[src/rtl/pese_pkg.sv]
// Shared types and codes for the prefix expression stack evaluator.
package pese_pkg;

    localparam int unsigned DATA_W = 32;

    localparam logic [1:0] MODE_PUSH = 2'd0;
    localparam logic [1:0] MODE_BIN  = 2'd1;
    localparam logic [1:0] MODE_NOT  = 2'd2;
    localparam logic [1:0] MODE_NEG  = 2'd3;

    localparam logic [3:0] OP_ADD = 4'd0;
    localparam logic [3:0] OP_SUB = 4'd1;
    localparam logic [3:0] OP_DIV = 4'd2;
    localparam logic [3:0] OP_MUL = 4'd3;
    localparam logic [3:0] OP_EQ  = 4'd4;
    localparam logic [3:0] OP_LT  = 4'd5;
    localparam logic [3:0] OP_GT  = 4'd6;
    localparam logic [3:0] OP_GE  = 4'd7;
    localparam logic [3:0] OP_LE  = 4'd8;
    localparam logic [3:0] OP_NE  = 4'd9;
    localparam logic [3:0] OP_AND = 4'd10;
    localparam logic [3:0] OP_OR  = 4'd11;
    localparam logic [3:0] OP_MOD = 4'd12;

    localparam logic [1:0] ERR_NONE  = 2'd0;
    localparam logic [1:0] ERR_DIV0  = 2'd1;
    localparam logic [1:0] ERR_UNDER = 2'd2;
    localparam logic [1:0] ERR_OVER  = 2'd3;

    typedef struct packed {
        logic [1:0]               mode;
        logic [3:0]               op_code;
        logic signed [DATA_W-1:0] literal;
        logic                     last;
    } tok_item_t;

    typedef struct packed {
        logic signed [DATA_W-1:0] result;
        logic [1:0]               status;
    } res_item_t;

endpackage

[src/rtl/prefix_expression_stack_evaluator_core.sv]
// Prefix expression evaluator on a signed 32-bit operand stack with a RAM backing store.
//
// The block takes the tokens of a prefix expression in reverse order, one token per
// item, and evaluates them on an operand stack of STACK_DEPTH entries. The two top
// entries live in registers and everything below them lives in a synchronous RAM
// with one write port and one registered read port; the RAM is never cleared, since
// only entries below the stack count are ever read. A push, a logical not, a negate
// and every binary operator except divide and modulo are done in the cycle that
// accepts them. A binary operator that finds three or more entries on the stack
// and directly follows another accepted item is held while the RAM read of the
// third entry completes. Divide and modulo with a nonzero divisor run on a one-bit-
// per-cycle restoring divider: 32 divide steps, then a step that signs the result;
// no new item is taken meanwhile. The first error since the last clear is kept:
// underflow reads missing operands as zero, overflow drops the push, and a zero
// divisor yields zero. On an item marked last the block emits the new top of the
// stack with the status, then clears the stack and the error. A result waits in an
// output register; a new item is accepted in the cycle the waiting result leaves.
module prefix_expression_stack_evaluator_core #(
    parameter int STACK_DEPTH = 16
) (
    input  logic                clk,
    input  logic                rst_n,
    input  logic                tok_valid,
    output logic                tok_stall,
    input  pese_pkg::tok_item_t tok,
    output logic                res_valid,
    input  logic                res_stall,
    output pese_pkg::res_item_t res
);

    import pese_pkg::*;

    localparam int CW = $clog2(STACK_DEPTH + 1);
    localparam int AW = $clog2(STACK_DEPTH);

    typedef enum logic [2:0] {
        ST_IDLE = 3'b001,
        ST_DIV  = 3'b010,
        ST_DONE = 3'b100
    } state_t;

    state_t            state_reg, state_next;
    logic [CW-1:0]     count_reg, count_next;
    logic [DATA_W-1:0] top_reg, top_next;
    logic [DATA_W-1:0] sec_reg, sec_next;
    logic [1:0]        err_reg, err_next;
    logic              rd_ok_reg;

    // Divider state.
    logic [DATA_W-1:0] dvd_reg, dvd_next;
    logic [DATA_W-1:0] rem_reg, rem_next;
    logic [DATA_W-1:0] dvs_reg, dvs_next;
    logic [4:0]        iter_reg, iter_next;
    logic              neg_reg, neg_next;
    logic              is_mod_reg, is_mod_next;
    logic              last_pend_reg, last_pend_next;
    logic [1:0]        status_pend_reg, status_pend_next;

    // Output register.
    logic              res_valid_reg, res_valid_next;
    res_item_t         res_reg, res_next;

    // RAM ports.
    logic              ram_we;
    logic [AW-1:0]     ram_waddr;
    logic [AW-1:0]     ram_raddr;
    logic [DATA_W-1:0] ram_rdata;

    logic              tok_accept;
    logic              res_free;
    logic [DATA_W-1:0] a_val;
    logic [DATA_W-1:0] b_val;
    logic [DATA_W-1:0] op_res;
    logic [1:0]        err_new;
    logic              div_start;
    logic              is_div_op;
    logic [DATA_W:0]   rem_shift;
    logic [DATA_W:0]   rem_diff;
    logic [DATA_W-1:0] div_mag;
    logic [DATA_W-1:0] div_res;

    function automatic logic [DATA_W-1:0] alu(input logic [3:0] op,
                                              input logic [DATA_W-1:0] a,
                                              input logic [DATA_W-1:0] b);
        logic [DATA_W-1:0] r;
        r = '0;
        case (op)
            OP_ADD:  r = a + b;
            OP_SUB:  r = a - b;
            OP_MUL:  r = a * b;
            OP_EQ:   r = {{(DATA_W-1){1'b0}}, a == b};
            OP_LT:   r = {{(DATA_W-1){1'b0}}, $signed(a) < $signed(b)};
            OP_GT:   r = {{(DATA_W-1){1'b0}}, $signed(a) > $signed(b)};
            OP_GE:   r = {{(DATA_W-1){1'b0}}, $signed(a) >= $signed(b)};
            OP_LE:   r = {{(DATA_W-1){1'b0}}, $signed(a) <= $signed(b)};
            OP_NE:   r = {{(DATA_W-1){1'b0}}, a != b};
            OP_AND:  r = {{(DATA_W-1){1'b0}}, (a != '0) && (b != '0)};
            OP_OR:   r = {{(DATA_W-1){1'b0}}, (a != '0) || (b != '0)};
            default: r = '0;
        endcase
        return r;
    endfunction

    function automatic logic [DATA_W-1:0] mag(input logic [DATA_W-1:0] v);
        return v[DATA_W-1] ? (~v + 1'b1) : v;
    endfunction

    // The third entry from the top sits at count - 3; it is read every cycle so that
    // a binary operator can refill the second register from it.
    assign ram_raddr = AW'(count_reg - CW'(3));
    assign ram_waddr = AW'(count_reg - CW'(2));

    pese_ram #(
        .WIDTH (DATA_W),
        .DEPTH (STACK_DEPTH)
    ) u_stack_ram (
        .clk   (clk),
        .we    (ram_we),
        .waddr (ram_waddr),
        .wdata (sec_reg),
        .raddr (ram_raddr),
        .rdata (ram_rdata)
    );

    assign res_free  = !res_valid_reg || !res_stall;
    assign tok_stall = (state_reg != ST_IDLE) || !res_free ||
                       ((tok.mode == MODE_BIN) && (count_reg >= CW'(3)) && !rd_ok_reg);
    assign tok_accept = tok_valid && !tok_stall;

    assign a_val     = (count_reg >= CW'(1)) ? top_reg : '0;
    assign b_val     = (count_reg >= CW'(2)) ? sec_reg : '0;
    assign op_res    = alu(tok.op_code, a_val, b_val);
    assign is_div_op = (tok.op_code == OP_DIV) || (tok.op_code == OP_MOD);

    // One restoring divide step on magnitudes.
    assign rem_shift = {rem_reg, dvd_reg[DATA_W-1]};
    assign rem_diff  = rem_shift - {1'b0, dvs_reg};
    assign div_mag   = is_mod_reg ? rem_reg : dvd_reg;
    assign div_res   = neg_reg ? (~div_mag + 1'b1) : div_mag;

    always_comb
    begin
        state_next       = state_reg;
        count_next       = count_reg;
        top_next         = top_reg;
        sec_next         = sec_reg;
        err_next         = err_reg;
        dvd_next         = dvd_reg;
        rem_next         = rem_reg;
        dvs_next         = dvs_reg;
        iter_next        = iter_reg;
        neg_next         = neg_reg;
        is_mod_next      = is_mod_reg;
        last_pend_next   = last_pend_reg;
        status_pend_next = status_pend_reg;
        res_valid_next   = res_valid_reg && res_stall;
        res_next         = res_reg;
        ram_we           = 1'b0;
        err_new          = ERR_NONE;
        div_start        = 1'b0;

        case (state_reg)
            ST_IDLE:
            begin
                if (tok_accept)
                begin
                    case (tok.mode)
                        MODE_PUSH:
                        begin
                            if (count_reg == CW'(STACK_DEPTH))
                            begin
                                err_new = ERR_OVER;
                            end
                            else
                            begin
                                // Spill the second entry to RAM when it goes third.
                                ram_we     = (count_reg >= CW'(2));
                                sec_next   = top_reg;
                                top_next   = tok.literal;
                                count_next = count_reg + CW'(1);
                            end
                        end
                        MODE_BIN:
                        begin
                            if (count_reg < CW'(2))
                            begin
                                err_new = ERR_UNDER;
                            end
                            else if (is_div_op && (b_val == '0))
                            begin
                                err_new = ERR_DIV0;
                            end
                            count_next = (count_reg <= CW'(1)) ? CW'(1) : count_reg - CW'(1);
                            sec_next   = ram_rdata;
                            if (is_div_op && (b_val != '0))
                            begin
                                div_start = 1'b1;
                            end
                            else
                            begin
                                top_next = op_res;
                            end
                        end
                        MODE_NOT:
                        begin
                            if (count_reg == '0)
                            begin
                                err_new = ERR_UNDER;
                            end
                            count_next = (count_reg == '0) ? CW'(1) : count_reg;
                            top_next   = {{(DATA_W-1){1'b0}}, a_val == '0};
                        end
                        default:
                        begin
                            if (count_reg == '0)
                            begin
                                err_new = ERR_UNDER;
                            end
                            count_next = (count_reg == '0) ? CW'(1) : count_reg;
                            top_next   = ~a_val + 1'b1;
                        end
                    endcase

                    err_next = (err_reg != ERR_NONE) ? err_reg : err_new;

                    if (div_start)
                    begin
                        dvd_next         = mag(a_val);
                        dvs_next         = mag(b_val);
                        rem_next         = '0;
                        iter_next        = '0;
                        is_mod_next      = (tok.op_code == OP_MOD);
                        neg_next         = (tok.op_code == OP_MOD) ? a_val[DATA_W-1] :
                                           (a_val[DATA_W-1] ^ b_val[DATA_W-1]);
                        last_pend_next   = tok.last;
                        status_pend_next = err_next;
                        state_next       = ST_DIV;
                    end
                    else if (tok.last)
                    begin
                        res_valid_next = 1'b1;
                        res_next       = '{result: top_next, status: err_next};
                    end

                    if (tok.last)
                    begin
                        count_next = '0;
                        err_next   = ERR_NONE;
                    end
                end
            end
            ST_DIV:
            begin
                if (!rem_diff[DATA_W])
                begin
                    rem_next = rem_diff[DATA_W-1:0];
                    dvd_next = {dvd_reg[DATA_W-2:0], 1'b1};
                end
                else
                begin
                    rem_next = rem_shift[DATA_W-1:0];
                    dvd_next = {dvd_reg[DATA_W-2:0], 1'b0};
                end
                iter_next = iter_reg + 5'd1;
                if (iter_reg == 5'd31)
                begin
                    state_next = ST_DONE;
                end
            end
            ST_DONE:
            begin
                if (!last_pend_reg || res_free)
                begin
                    top_next   = div_res;
                    state_next = ST_IDLE;
                    if (last_pend_reg)
                    begin
                        res_valid_next = 1'b1;
                        res_next       = '{result: div_res, status: status_pend_reg};
                    end
                end
            end
            default:
            begin
                state_next = ST_IDLE;
            end
        endcase
    end

    always_ff @(posedge clk or negedge rst_n)
    begin
        if (!rst_n)
        begin
            state_reg     <= ST_IDLE;
            count_reg     <= '0;
            err_reg       <= ERR_NONE;
            rd_ok_reg     <= 1'b0;
            res_valid_reg <= 1'b0;
        end
        else
        begin
            state_reg     <= state_next;
            count_reg     <= count_next;
            err_reg       <= err_next;
            // The flag marks that no item was accepted at the last clock edge, so the read
            // data matches the current count.
            rd_ok_reg     <= !tok_accept;
            res_valid_reg <= res_valid_next;
        end
    end

    always_ff @(posedge clk)
    begin
        top_reg         <= top_next;
        sec_reg         <= sec_next;
        dvd_reg         <= dvd_next;
        rem_reg         <= rem_next;
        dvs_reg         <= dvs_next;
        iter_reg        <= iter_next;
        neg_reg         <= neg_next;
        is_mod_reg      <= is_mod_next;
        last_pend_reg   <= last_pend_next;
        status_pend_reg <= status_pend_next;
        res_reg         <= res_next;
    end

    assign res_valid = res_valid_reg;
    assign res       = res_reg;

    // The stack count never passes the depth.
    a_count_range: assert property (@(posedge clk) disable iff (!rst_n)
        count_reg <= CW'(STACK_DEPTH))
        else $error("stack count beyond depth");

    // A last item clears the stack and the error.
    a_last_clears: assert property (@(posedge clk) disable iff (!rst_n)
        (tok_accept && tok.last) |=> (count_reg == '0) && (err_reg == ERR_NONE))
        else $error("stack not cleared after last item");

    // A recorded error is kept until a last item clears it.
    a_err_sticky: assert property (@(posedge clk) disable iff (!rst_n)
        ((err_reg != ERR_NONE) && !tok_accept) |=> (err_reg == $past(err_reg)))
        else $error("error code changed without an item");

    // A last item that needs no divide shows its result in the next cycle.
    a_last_result: assert property (@(posedge clk) disable iff (!rst_n)
        (tok_accept && tok.last && !div_start) |=> res_valid_reg)
        else $error("result missing after last item");

    // The divider always completes its 32 steps.
    a_div_done: assert property (@(posedge clk) disable iff (!rst_n)
        ((state_reg == ST_DIV) && (iter_reg == 5'd31)) |=> (state_reg == ST_DONE))
        else $error("divider did not finish");

endmodule

[src/rtl/pese_ram.sv]
// Generic simple dual-port RAM with one write port and a registered read port.
module pese_ram #(
    parameter int WIDTH = 32,
    parameter int DEPTH = 16
) (
    input  logic                     clk,
    input  logic                     we,
    input  logic [$clog2(DEPTH)-1:0] waddr,
    input  logic [WIDTH-1:0]         wdata,
    input  logic [$clog2(DEPTH)-1:0] raddr,
    output logic [WIDTH-1:0]         rdata
);

    logic [WIDTH-1:0] mem [DEPTH];

    always_ff @(posedge clk)
    begin
        if (we)
        begin
            mem[waddr] <= wdata;
        end
        rdata <= mem[raddr];
    end

endmodule

[config.mk]
export PLATFORM = sky130hd
export DESIGN_NAME = prefix_expression_stack_evaluator_core
export DESIGN_NICKNAME = d
export VERILOG_FILES = /design/src/rtl/pese_pkg.sv /design/src/rtl/prefix_expression_stack_evaluator_core.sv /design/src/rtl/pese_ram.sv
export SDC_FILE = /design/constraint.sdc
export NUM_CORES = 2
export LEC_CHECK = 0
export ABC_AREA = 0
export CAP_MARGIN = 40
export CORE_MARGIN = 10
export CORE_UTILIZATION = 40
export CTS_CLUSTER_SIZE = 25
export DETAILED_ROUTE_END_ITERATION = 10
export DONT_BUFFER_PORTS = 1
export GPL_TIMING_DRIVEN = 0
export HOLD_SLACK_MARGIN = 0.15
export SYNTH_ARGS = -nofsm -noshare
export SYNTH_HDL_FRONTEND = slang
export SYNTH_SLANG_ARGS = --single-unit
[constraint.sdc]
create_clock -name clk -period 11.05 [get_ports clk]
set_input_delay 0 -clock clk [delete_from_list [all_inputs] [get_ports clk]]
set_output_delay 0 -clock clk [all_outputs]
set_load 0.01 [all_outputs]
==> results_tabular.tex <==
\begin{tabular}{lr}
\hline
Metric & Value \\
\hline
\multicolumn{2}{l}{\textbf{Die}} \\
\quad Site Rows & 133 \\
\quad Initial standard-cell utilization of the core & 40.3\% \\
\quad Area inside the core boundary & 0.131 mm2 \\
\quad I/O pins & 79 \\
\quad Floorplan die width & 384 um \\
\quad Vertical die dimension & 384 um \\
\quad Die footprint & 0.147 mm2 \\
\multicolumn{2}{l}{\textbf{Final layout}} \\
\quad Fill cells & 12100 \\
\quad Proportion of layout cells with a drive suffix above 1 & 11.7\% \\
\quad Area used by multi-input combinational logic & 0.0280 mm2 \\
\quad Sequential standard cell area & 0.0224 mm2 \\
\quad Area Overhead vs Synth & 13.5\% \\
\quad Max FFs per register & 512 \\
\quad Most common cell after layout, fill and taps aside & sky130\_fd\_sc\_hd\_\_edfxtp\_1 \\
\quad Non-Filler Instances & 6595 \\
\quad Final net count & 5452 \\
\quad Commonest non-fill, non-tap cells in the layout & sky130\_fd\_sc\_hd\_\_edfxtp\_1 (716), sky130\_fd\_sc\_hd\_\_inv\_1 (501), sky130\_fd\_sc\_hd\_\_nor2\_1 (501), sky130\_fd\_sc\_hd\_\_nand2\_1 (424), sky130\_fd\_sc\_hd\_\_fa\_1 (411) \\
\multicolumn{2}{l}{\textbf{CTS}} \\
\quad Number of CTS-inserted buffers & 74 \\
\quad H-tree depth reported by CTS & 3 \\
\quad TritonCTS clock tree & built \\
\quad Maximum buffer depth of the clock tree & 3 \\
\quad Number of sinks driven by the clock tree & 760 \\
\quad Clock Latency Late Sink & 0.68 ns \\
\quad Clk pin slew, worst setup/hold paths & 0.07 ns \\
\quad Clock root buffer master & sky130\_fd\_sc\_hd\_\_clkbuf\_16 \\
\multicolumn{2}{l}{\textbf{Global route}} \\
\quad All-Layer GR Usage & 26.1\% \\
\quad Largest net degree at the start of global routing & 33 \\
\quad Via count of the first global-routing pass & 38900 \\
\quad Remaining global-route overflow & 0 \\
\quad Initial antenna violation count & 16 \\
\quad First-pass GRT wire length & 280 mm \\
\multicolumn{2}{l}{\textbf{Setup path}} \\
\quad Critical path peak fanout & 10 \\
\quad Cell mode on critical path & sky130\_fd\_sc\_hd\_\_fa\_1 \\
\quad Endpoint arrival time on the critical path & 11.20 ns \\
\quad Kind of start point of the critical path & flop \\
\quad Worst-path cell with the longest stage delay & sky130\_fd\_sc\_hd\_\_xnor2\_1 \\
\quad CP endpoint kind & flop \\
\quad Crit path kind & flop to flop \\
\quad CP Data Required Time & 11.42 ns \\
\quad Worst r2r src & count\_reg[2] \\
\quad Delay contributed by the slowest stage of the critical path & 0.64 ns \\
\quad CP endpoint & top\_reg[28] \\
\quad Crit Reg-Reg Endpoint & top\_reg[28] \\
\quad Logic depth of the worst register-to-register path & 31 \\
\quad Reg-to-reg slack, setup & 0.22 ns \\
\quad Critical path startpoint & count\_reg[2] \\
\multicolumn{2}{l}{\textbf{STA}} \\
\quad Worst hold-check slack & 0.214 ns \\
\quad Final setup viols & 0 \\
\quad Worst-case headroom to the max-slew limit & 31.0\% \\
\quad Final clock skew & 0.0365 ns \\
\quad Summed negative setup slack over all endpoints & 0 ns \\
\quad Final cycle utilization of the critical path & 98.0\% \\
\quad Final Max Slew Viols & 0 \\
\quad Achievable Freq & 92.3 MHz \\
\quad Worst Slack Setup Final & 0.220 ns \\
\quad Hold Violations, Final & 0 \\
\quad Setup repair after global routing missed its margin & false \\
\quad Min Tclk post-route & 10.83 ns \\
\quad Pin slew with the least headroom to its limit & 1.04 ns \\
\multicolumn{2}{l}{\textbf{Drt}} \\
\quad Antenna viol nets, final & 0 \\
\quad DR vias/cell & 5.93 \\
\quad Wirelength per Cell & 29.4 um \\
\quad Count of unresolved DRC violations after routing & 0 \\
\quad Total wirelength of the detailed-routed design & 194 mm \\
\quad Total iterations of the first detailed-routing run & 7 \\
\quad Number of DRC markers after the initial detailed-route iteration & 5330 \\
\quad Number of vias after detailed routing & 39100 \\
\multicolumn{2}{l}{\textbf{Yosys}} \\
\quad Cell Area, Synth & 0.0530 mm2 \\
\quad Unique masters post-synth & 95 \\
\quad Number of enable-type register cells in the synthesized netlist & 716 \\
\quad Total of warnings raised by yosys & 0 \\
\quad Share of synthesized registers carrying an async set or reset & 1.58\% \\
\quad Number of synthesized register bits & 760 \\
\quad Post-Syn Nets & 5247 \\
\quad Average instance area after synthesis & 11.6 um2 \\
\quad Most used flip-flop cell after synthesis & sky130\_fd\_sc\_hd\_\_edfxtp\_1 \\
\quad Number of standard cells after synthesis & 4560 \\
\quad Share of the yosys chip area belonging to registers & 42.4\% \\
\multicolumn{2}{l}{\textbf{Flow run}} \\
\quad Max-cap violation count & 0 \\
\multicolumn{2}{l}{\textbf{Run status}} \\
\quad Run status & completed \\
\multicolumn{2}{l}{\textbf{Place}} \\
\quad Worst slack, placed & -1.79 ns \\
\quad Total instance count after detailed placement & 6408 \\
\quad Number of input and output port buffers inserted & 0 \\
\quad Detailed placement HPWL & 150 mm \\
\quad Routability congestion estimate & 1.02 \\
\multicolumn{2}{l}{\textbf{Hold path}} \\
\quad Hold Path Stages & 5 \\
\quad Class of the tightest hold or removal check & input port to flop \\
\hline
\end{tabular}
==> critical path: cells and delay by family (launching register included) <==
family | cells | cell delay, ns
compound gates | 4 | 1.00
xor+xnor | 1 | 0.64
fa+ha+maj | 10 | 4.81
buf+inv | 10 | 1.97
flops | 1 | 0.42
simple gates | 6 | 1.63
==> per-stage QoR <==
stage | cell area, um2 | util, %
2_1_floorplan | 53000 | -
3_3_place_gp | 55200 | 42.0
3_5_place_dp | 56800 | 43.2
4_1_cts | 60000 | 45.6
5_1_grt | 60100 | 45.7
6_report | 60100 | 45.7
==> final cells by class <==
class                      instances  area share [%]
sequential                       760            37.3
inverter                         529            3.37
clock buffer                      96            3.33
tap                             1755            3.65
multi-input combinational       3061            46.6
antenna                           13          0.0541
clock inverter                    42            1.07
timing repair buffer             137            3.11
buffer                           202            1.46
==> synthesized netlist by cell type (14+ instances only) <==
library cell,number,area (um2)
sky130_fd_sc_hd__a211oi_1,15,113
sky130_fd_sc_hd__a21oi_1,173,866
sky130_fd_sc_hd__clkbuf_1,170,638
sky130_fd_sc_hd__xor2_1,93,815
sky130_fd_sc_hd__nor3_1,63,315
sky130_fd_sc_hd__and2_1,20,125
sky130_fd_sc_hd__xnor2_1,153,1340
sky130_fd_sc_hd__buf_2,14,70.1
sky130_fd_sc_hd__nand3_1,52,260
sky130_fd_sc_hd__clkinv_1,18,67.6
sky130_fd_sc_hd__nor2b_1,22,138
sky130_fd_sc_hd__mux4_2,160,3600
sky130_fd_sc_hd__o21a_1,24,180
sky130_fd_sc_hd__a21o_1,45,338
sky130_fd_sc_hd__o22ai_1,37,231
sky130_fd_sc_hd__edfxtp_1,716,21500
sky130_fd_sc_hd__fa_1,411,8230
sky130_fd_sc_hd__a221oi_1,18,158
sky130_fd_sc_hd__mux2i_1,69,691
sky130_fd_sc_hd__o31ai_1,33,248
sky130_fd_sc_hd__buf_1,20,75.1
sky130_fd_sc_hd__ha_1,233,2920
sky130_fd_sc_hd__or3_1,22,138
sky130_fd_sc_hd__nor2_1,518,1940
sky130_fd_sc_hd__nand2b_1,32,200
sky130_fd_sc_hd__nand2_1,436,1640
sky130_fd_sc_hd__mux2_2,35,394
sky130_fd_sc_hd__nor4_1,16,100
sky130_fd_sc_hd__inv_1,505,1900
sky130_fd_sc_hd__a31oi_1,19,119
sky130_fd_sc_hd__dfxtp_1,32,641
sky130_fd_sc_hd__o21ai_0,137,686
sky130_fd_sc_hd__o21bai_1,16,120
==> repair_timing <==
item | 4_1_cts | 5_1_grt
endpoints found under the setup margin | 36 | 16
resized for setup | 62 | 45
buffers inserted | 1 | 1
pin swaps | 1 | 1
endpoints found under the hold margin | 124 | 0
hold buffers | 41 | 0
==> kinds of logic after synthesis <==
kind of cell / share of synthesized area [%]
XOR/XNOR: 4.20
buffers and inverters: 5.34
adder cells (fa/ha/maj): 21.0
AO/OA/AOI/OAI: 7.86
flip-flops: 42.4
multiplexers: 8.85
AND/OR/NAND/NOR: 10.3
==> worst min path at each step <==
stage / start / to
detailed placement: rst_n / count_reg[0]
floorplan: rst_n / count_reg[0]
global route: tok[33] / res_valid
CTS: tok[33] / res_valid
finish: tok[33] / res_valid
global placement: rst_n / count_reg[0]
==> routing by layer <==
metal	GRT usage, %	share of wire (%)
met2	39.0	44
met5	0	0.085
met1	35.5	40
met4	12.6	6.1
met3	6.30	11
Power is not shown: default switching activity piles up to over one toggle a cycle in this logic, so the estimate is an artifact.
